**src/sv/rpc_pkg.sv**
```systemverilog
package rpc_pkg;

    localparam int MAX_TOTAL = 64;
    localparam int TOTAL_W   = 7;
    localparam int COUNT_W   = 21;
    localparam int DEPTH     = MAX_TOTAL + 1;
    localparam int ADDR_W    = $clog2(DEPTH);
    // counters run one past the last entry
    localparam int CNT_W     = $clog2(MAX_TOTAL + 2);

    localparam int UPC_W = 3;
    typedef logic [UPC_W-1:0] upc_t;

    localparam upc_t UC_IDLE  = 3'd0;
    localparam upc_t UC_CHECK = 3'd1;
    localparam upc_t UC_CLEAR = 3'd2;
    localparam upc_t UC_ROW   = 3'd3;
    localparam upc_t UC_INNER = 3'd4;
    localparam upc_t UC_DRAIN = 3'd5;
    localparam upc_t UC_READ  = 3'd6;
    localparam upc_t UC_OUT   = 3'd7;

    typedef enum logic [2:0] {
        COND_NONE,
        COND_ALWAYS,
        COND_NOT_START,
        COND_ZERO,
        COND_S_NE_TOTAL,
        COND_P_NE_LIMIT
    } cond_t;

    typedef enum logic [1:0] {
        S_HOLD,
        S_ZERO,
        S_INC,
        S_LOAD_P
    } s_op_t;

    typedef enum logic [1:0] {
        P_HOLD,
        P_ONE,
        P_INC
    } p_op_t;

    typedef struct packed {
        logic  load_in;
        s_op_t s_op;
        p_op_t p_op;
        logic  clear_we;
        logic  issue;
        logic  rd_total;
        logic  done;
    } ctrl_t;

    typedef struct packed {
        logic zero;
        logic s_at_total;
        logic p_at_limit;
    } status_t;

    typedef struct packed {
        cond_t cond;
        upc_t  target;
        ctrl_t ctrl;
    } ucode_t;

    function automatic ucode_t uc_rom(input upc_t upc);
        ucode_t w;
        w = '0;
        unique case (upc)
            UC_IDLE:
            begin
                w.ctrl.load_in = 1'b1;
                w.ctrl.s_op    = S_ZERO;
                w.ctrl.p_op    = P_ONE;
                w.cond         = COND_NOT_START;
                w.target       = UC_IDLE;
            end
            UC_CHECK:
            begin
                w.cond   = COND_ZERO;
                w.target = UC_OUT;
            end
            UC_CLEAR:
            begin
                w.ctrl.clear_we = 1'b1;
                w.ctrl.s_op     = S_INC;
                w.cond          = COND_S_NE_TOTAL;
                w.target        = UC_CLEAR;
            end
            UC_ROW:
            begin
                w.ctrl.s_op = S_LOAD_P;
            end
            UC_INNER:
            begin
                w.ctrl.issue = 1'b1;
                w.ctrl.s_op  = S_INC;
                w.cond       = COND_S_NE_TOTAL;
                w.target     = UC_INNER;
            end
            UC_DRAIN:
            begin
                w.ctrl.p_op = P_INC;
                w.cond      = COND_P_NE_LIMIT;
                w.target    = UC_ROW;
            end
            UC_READ:
            begin
                w.ctrl.rd_total = 1'b1;
            end
            UC_OUT:
            begin
                w.ctrl.done = 1'b1;
                w.cond      = COND_ALWAYS;
                w.target    = UC_IDLE;
            end
            default:
            begin
                w.cond   = COND_ALWAYS;
                w.target = UC_IDLE;
            end
        endcase
        return w;
    endfunction

endpackage

```
**src/sv/rpc_seq.sv**
```systemverilog
module rpc_seq (
    input  logic             clk,
    input  logic             rst_n,
    input  logic             start,
    input  rpc_pkg::status_t status,
    output rpc_pkg::ctrl_t   ctrl,
    output logic             busy
);

    rpc_pkg::upc_t   upc_reg;
    rpc_pkg::upc_t   upc_next;
    rpc_pkg::ucode_t word;
    logic            take;

    assign word = rpc_pkg::uc_rom(upc_reg);
    assign ctrl = word.ctrl;
    assign busy = (upc_reg != rpc_pkg::UC_IDLE);

    always_comb
    begin
        unique case (word.cond)
            rpc_pkg::COND_NONE:       take = 1'b0;
            rpc_pkg::COND_ALWAYS:     take = 1'b1;
            rpc_pkg::COND_NOT_START:  take = !start;
            rpc_pkg::COND_ZERO:       take = status.zero;
            rpc_pkg::COND_S_NE_TOTAL: take = !status.s_at_total;
            rpc_pkg::COND_P_NE_LIMIT: take = !status.p_at_limit;
            default:                  take = 1'b0;
        endcase
    end

    assign upc_next = take ? word.target : upc_reg + rpc_pkg::upc_t'(1);

    always_ff @(posedge clk or negedge rst_n)
    begin
        if (!rst_n)
        begin
            upc_reg <= rpc_pkg::UC_IDLE;
        end
        else
        begin
            upc_reg <= upc_next;
        end
    end

endmodule

```
**src/sv/rpc_datapath.sv**
```systemverilog
module rpc_datapath (
    input  logic                         clk,
    input  logic                         rst_n,
    input  rpc_pkg::ctrl_t               ctrl,
    input  logic [rpc_pkg::TOTAL_W-1:0]  total,
    input  logic [rpc_pkg::TOTAL_W-1:0]  largest_part,
    output rpc_pkg::status_t             status,
    output logic [rpc_pkg::COUNT_W-1:0]  partition_count,
    output logic                         done
);

    localparam int AW = rpc_pkg::ADDR_W;
    localparam int CW = rpc_pkg::CNT_W;
    localparam int NW = rpc_pkg::COUNT_W;

    logic [NW-1:0] mem [rpc_pkg::DEPTH];

    logic [AW-1:0] total_reg;
    logic [AW-1:0] limit_reg;
    logic          zero_reg;
    logic [CW-1:0] s_reg;
    logic [CW-1:0] s_next;
    logic [CW-1:0] p_reg;
    logic [CW-1:0] p_next;

    logic          pend_valid_reg;
    logic [AW-1:0] pend_addr_reg;
    logic [NW-1:0] rd_a_reg;
    logic [NW-1:0] rd_b_reg;
    logic          fwd_a_reg;
    logic          fwd_b_reg;
    logic [NW-1:0] fwd_data_reg;
    logic [NW-1:0] count_reg;
    logic          done_reg;

    logic [rpc_pkg::TOTAL_W-1:0] limit_clamped;
    logic                        in_zero;
    logic [AW-1:0] raddr_a;
    logic [AW-1:0] raddr_b;
    logic [CW-1:0] s_minus_p;
    logic          we;
    logic [AW-1:0] waddr;
    logic [NW-1:0] wdata;
    logic [NW-1:0] op_a;
    logic [NW-1:0] op_b;
    logic [NW-1:0] sum;

    assign limit_clamped = (largest_part > total) ? total : largest_part;
    assign in_zero = (total == '0) || (largest_part == '0)
                  || (total > rpc_pkg::TOTAL_W'(rpc_pkg::MAX_TOTAL));

    assign status.zero       = zero_reg;
    assign status.s_at_total = (s_reg == CW'(total_reg));
    assign status.p_at_limit = (p_reg == CW'(limit_reg));

    // operands are registered from the read, bypassing a same-cycle write
    assign op_a = fwd_a_reg ? fwd_data_reg : rd_a_reg;
    assign op_b = fwd_b_reg ? fwd_data_reg : rd_b_reg;
    assign sum  = op_a + op_b;

    assign s_minus_p = s_reg - p_reg;
    assign raddr_a   = ctrl.rd_total ? total_reg : s_reg[AW-1:0];
    assign raddr_b   = s_minus_p[AW-1:0];

    assign we    = ctrl.clear_we || pend_valid_reg;
    assign waddr = pend_valid_reg ? pend_addr_reg : s_reg[AW-1:0];
    assign wdata = pend_valid_reg ? sum
                 : ((s_reg == '0) ? NW'(1) : '0);

    always_comb
    begin
        unique case (ctrl.s_op)
            rpc_pkg::S_HOLD:   s_next = s_reg;
            rpc_pkg::S_ZERO:   s_next = '0;
            rpc_pkg::S_INC:    s_next = s_reg + CW'(1);
            rpc_pkg::S_LOAD_P: s_next = p_reg;
            default:           s_next = s_reg;
        endcase
    end

    always_comb
    begin
        unique case (ctrl.p_op)
            rpc_pkg::P_HOLD: p_next = p_reg;
            rpc_pkg::P_ONE:  p_next = CW'(1);
            rpc_pkg::P_INC:  p_next = p_reg + CW'(1);
            default:         p_next = p_reg;
        endcase
    end

    always_ff @(posedge clk)
    begin
        if (we)
        begin
            mem[waddr] <= wdata;
        end
        rd_a_reg     <= mem[raddr_a];
        rd_b_reg     <= mem[raddr_b];
        fwd_a_reg    <= we && (waddr == raddr_a);
        fwd_b_reg    <= we && (waddr == raddr_b);
        fwd_data_reg <= wdata;
        pend_addr_reg <= s_reg[AW-1:0];
        if (ctrl.load_in)
        begin
            total_reg <= total[AW-1:0];
            limit_reg <= limit_clamped[AW-1:0];
        end
        if (ctrl.done)
        begin
            count_reg <= zero_reg ? '0 : op_a;
        end
    end

    always_ff @(posedge clk or negedge rst_n)
    begin
        if (!rst_n)
        begin
            s_reg          <= '0;
            p_reg          <= '0;
            zero_reg       <= 1'b0;
            pend_valid_reg <= 1'b0;
            done_reg       <= 1'b0;
        end
        else
        begin
            s_reg          <= s_next;
            p_reg          <= p_next;
            pend_valid_reg <= ctrl.issue;
            done_reg       <= ctrl.done;
            if (ctrl.load_in)
            begin
                zero_reg <= in_zero;
            end
        end
    end

    assign partition_count = count_reg;
    assign done            = done_reg;

`ifndef SYNTH
    a_done_single: assert property (@(posedge clk) disable iff (!rst_n)
        done_reg |=> !done_reg)
        else $error("result beat longer than one cycle");

    a_no_write_clash: assert property (@(posedge clk) disable iff (!rst_n)
        ctrl.clear_we |-> !pend_valid_reg)
        else $error("clear write collides with update write");

    a_issue_range: assert property (@(posedge clk) disable iff (!rst_n)
        ctrl.issue |-> (s_reg >= p_reg) && (s_reg <= CW'(total_reg)))
        else $error("update index out of row range");

    a_zero_result: assert property (@(posedge clk) disable iff (!rst_n)
        $rose(done_reg) && $past(zero_reg) |-> (count_reg == '0))
        else $error("out-of-range item gave nonzero count");
`endif

endmodule

```
**src/sv/restricted_partition_counter.sv**
```systemverilog
// channel   | ports                                   | handshake
// ----------+-----------------------------------------+------------------------------
// item in   | total[6:0], largest_part[6:0]           | accepted when start && !busy
// result    | partition_count[20:0]                   | done high for one cycle
//
// one item at a time: clear entries 0..T, then for p=1..L update entries p..T,
// then read entry T, for total T and clamped limit L
// the inner row loop makes a single table update per cycle
// zero or out-of-range items skip the table and go straight to the result
// rst_n clears the step counter; the scratch table is rebuilt for each in-range item
// done cannot be held off; the next item may start while a result is shown
module restricted_partition_counter (
    input  logic                        clk,
    input  logic                        rst_n,
    input  logic                        start,
    output logic                        busy,
    input  logic [rpc_pkg::TOTAL_W-1:0] total,
    input  logic [rpc_pkg::TOTAL_W-1:0] largest_part,
    output logic                        done,
    output logic [rpc_pkg::COUNT_W-1:0] partition_count
);

    rpc_pkg::ctrl_t   ctrl;
    rpc_pkg::status_t status;

    rpc_seq u_seq (
        .clk    (clk),
        .rst_n  (rst_n),
        .start  (start),
        .status (status),
        .ctrl   (ctrl),
        .busy   (busy)
    );

    rpc_datapath u_datapath (
        .clk             (clk),
        .rst_n           (rst_n),
        .ctrl            (ctrl),
        .total           (total),
        .largest_part    (largest_part),
        .status          (status),
        .partition_count (partition_count),
        .done            (done)
    );

endmodule

```
**config.mk**
```make
export PLATFORM = sky130hd
export DESIGN_NAME = restricted_partition_counter
export DESIGN_NICKNAME = d
export VERILOG_FILES = /design/src/sv/rpc_pkg.sv /design/src/sv/rpc_seq.sv /design/src/sv/rpc_datapath.sv /design/src/sv/restricted_partition_counter.sv
export SDC_FILE = /design/constraint.sdc
export NUM_CORES = 2
export LEC_CHECK = 0
export BUFFER_PORTS_ARGS = -buffer_cell sky130_fd_sc_hd__buf_2
export CAP_MARGIN = 5
export CORE_UTILIZATION = 64
export CTS_BUF_LIST = sky130_fd_sc_hd__clkbuf_16
export CTS_CLUSTER_DIAMETER = 200
export DETAILED_ROUTE_END_ITERATION = 16
export PLACE_DENSITY = 0.84
export SLEW_MARGIN = 10
export SYNTH_ARGS = -nofsm -noshare
export SYNTH_HDL_FRONTEND = slang
export SYNTH_SLANG_ARGS = --single-unit
```
**constraint.sdc**
```tcl
create_clock -name clk -period 9.1 [get_ports clk]
set_clock_uncertainty 0.2 [all_clocks]
set_input_delay 0.91 -clock clk [delete_from_list [all_inputs] [get_ports clk]]
set_output_delay 0.91 -clock clk [all_outputs]
set_load 0.01 [all_outputs]
```
==> flow_summary.json <==
{
  "ys_types": 86,
  "path_max_fanout": 61,
  "syn_area_per_cell_sq_um": 15.28,
  "slew_violations": 0,
  "grt_max_degree": 131,
  "synth_cells": 4622,
  "gr-usage-all-layers": 0.4154,
  "path_clk_slew_ns": 0.07,
  "rr_startpoint": "u_seq.upc_reg[0]",
  "ys_warn_count": 0,
  "rows": 121,
  "layout_common_cells": "1400 x edfxtp_1, 662 x nand2_1, 491 x mux4_2",
  "drc": 0,
  "dieArea_sq_um": 111700,
  "final_hold_viol_count": 0,
  "place_congestion": 0.9992,
  "root_buffer": "clkbuf_16",
  "htreeDepth": 4,
  "setup_viol_count_final": 0,
  "violations": "max-capacitance violations",
  "min_path_cells": 1,
  "avgRoutedWirePerCell_microns": 37.08,
  "worst_pin_slew_ns": 1.474,
  "cp-end-kind": "register",
  "hold_class": "in -> reg",
  "ys_seq_area_frac": 0.6227,
  "synth_top_area_share": 0.5952,
  "reg2reg_to": "u_datapath.rd_a_reg[4]",
  "regMostFlops": "u_datapath.mem",
  "first_global_vias": 48325,
  "crit_type": "reg -> reg",
  "powerDensity_nw_per_um2": 370.2,
  "vias": 49312,
  "start_kind": "register",
  "io_buffers": 39,
  "rsz0062_at_grt": "no",
  "grt.overflow.total": 0,
  "syn_nets": 4684,
  "die_w_microns": 334.2,
  "synth_largest_area_cell": "edfxtp_1",
  "worst_slack_ns": 2.883,
  "max-slew-margin-rel": 0.008614,
  "pin_count": 40,
  "syn_to_final_growth_pct": 10.01,
  "leakagePower_nw": 25.65,
  "setup_tns_ns": 0,
  "min_period_ns": 6.217,
  "synthFlopType": "edfxtp_1",
  "crit_path_start": "u_seq.upc_reg[0]",
  "largest_reg_flops": 1365,
  "drive_above_1_share": 0.2268,
  "ant_nets": 0,
  "dr.pass1.iters": 9,
  "r2r_setup_slack_ns": 2.88,
  "cts.sinks": 1492,
  "clockBufferDepth": 3,
  "mostFrequentLayoutCell": "edfxtp_1",
  "syn_area_sq_um": 70630,
  "coreArea_sq_um": 109200,
  "maxCapViolations": 1,
  "nets": 4704,
  "antenna_found_initial": 8,
  "routed_wl_mm": 231.6,
  "multi_input_area_sq_um": 25450,
  "grt_pass1_wl_mm": 329.0,
  "async_flop_share": 0.01340,
  "cts_resized": 0,
  "cts_tree": "built",
  "required_ns": 9.62,
  "start_util": 0.6471,
  "dp_worst_setup_slack_ns": 3.551,
  "cts_buffers": 148,
  "first_iter_violations": 9556,
  "synth-seq-cells": 1492,
  "worstPathArrival_ns": 6.74,
  "critPathCapture": "u_datapath.rd_a_reg[4]",
  "ff2ff_path_depth": 10,
  "seqCellArea_sq_um": 43980,
  "min_period_over_period": 0.6832,
  "fill_cells": 6289,
  "via_per_inst": 7.896,
  "worstSkewPairLatency_ns": 0.80,
  "ir_drop_mv": 0.5290,
  "netlist_top_cells_area": "edfxtp_1 60%, mux4_2 16%, nand2_1 3.5%, mux2i_1 2.8%, dfxtp_1 2.0%",
  "fmax_ghz": 0.1608,
  "synth_edf_count": 1400,
  "dpl.hpwl_mm": 129.7,
  "status": "finished, violations left",
  "fp.dieH_microns": 334.2
}
==> layout make-up <==
type | count | share of cell area
diodes | 2 | 0.00006441
clock inverters | 121 | 0.01219
multi-input cells | 2768 | 0.3276
flip-flops and latches | 1492 | 0.5660
repair buffers | 200 | 0.01923
clock buffers | 154 | 0.04960
inverters | 32 | 0.001546
well taps | 1476 | 0.02377
==> power breakdown <==
group | internal [mW] | switching, mW
Combinational | 5.30 | 8.41
Clock | 3.44 | 2.68
Sequential | 8.65 | 0.284
==> what timing repair did <==
action / CTS / global route
hold endpoints to repair: 20 / 0
hold buffers: 1 / 0
setup buffers: 0 / 0
==> how the worst min path moves through the flow <==
stage	start	end	slack, ns
after floorplan	u_datapath.s_reg[6]	u_datapath.pend_addr_reg[6]	0.14
after global placement	u_datapath.mem[64][5]	u_datapath.rd_a_reg[5]	0.36
after detailed placement	u_datapath.mem[64][20]	u_datapath.rd_a_reg[20]	0.37
after CTS	total[2]	u_datapath.total_reg[2]	0.12
after global routing	total[6]	u_datapath.total_reg[6]	0.14
final	total[6]	u_datapath.total_reg[6]	0.15
==> critical path, stage by stage (launching register included) <==
cell and delay, ns:
dfrtp_1 0.42, inv_1 0.13, ha_1 0.76, nand3_1 1.00, nand2_4 0.96, buf_4 0.77
nand2_1 0.16, a21oi_1 0.17, a2111oi_0 0.10, o31ai_1 1.21, a31o_1 0.20
==> cell families after synthesis <==
logic type                 share of synthesized area
DFF                                           0.6227
xor gates and xnor gates                    0.006448
AOI/OAI and AO/OA                            0.06551
adders and majority gates                   0.008184
buffers and inverters                        0.02469
muxes                                         0.1921
and+or+nand+nor                              0.08039
==> Yosys cell counts, drive strengths merged, types with 6 or more instances <==
master	instances
o211ai	14
o22ai	39
a21o	9
nor2	155
nor3	49
a21oi	173
nand3b	6
o2111ai	10
o221ai	43
and2	6
ha	43
nand2b	8
o21ai	47
a221oi	10
a311oi	12
xnor2	36
a31o	7
dfrtp	20
edfxtp	1400
a22oi	17
nor2b	75
a31oi	64
o21a	7
nand3	174
or3	10
nand2	664
buf	209
nor4	13
mux2i	199
mux2	46
a211o	9
nand4	35
a21boi	6
mux4	491
a211oi	109
clkbuf	121
o311ai	8
o31ai	15
and3	53
a2111oi	33
a32oi	18
inv	32
xor2	16
dfxtp	72
==> per-layer routing <==
layer / routed length (microns) / share of wire / vias to the layer above / track usage
met5: 22 / 0.000095 / - / 0
met4: 22390 / 0.097 / 4 / 0.3250
met3: 40430 / 0.17 / 1375 / 0.1613
met2: 99830 / 0.43 / 5495 / 0.5992
met1: 68910 / 0.30 / 23845 / 0.5043
li1: - / - / 18593 / -
==> stage by stage <==
stage / area, sq um / utilization / std cells / power (mW) / hold WS (ns)
2_1_floorplan: 70630 / - / 4622 / 18.09 / 0.1422
3_3_place_gp: 72850 / 0.6674 / 5966 / 21.66 / 0.3580
3_5_place_dp: 72860 / 0.6675 / 5966 / 21.96 / 0.3665
4_1_cts: 77670 / 0.7116 / 6242 / 28.12 / 0.1222
5_1_grt: 77700 / 0.7118 / 6243 / 29.25 / 0.1373
6_report: 77700 / 0.7118 / 6245 / 28.76 / 0.1454
(Power assumes the default switching activity.)
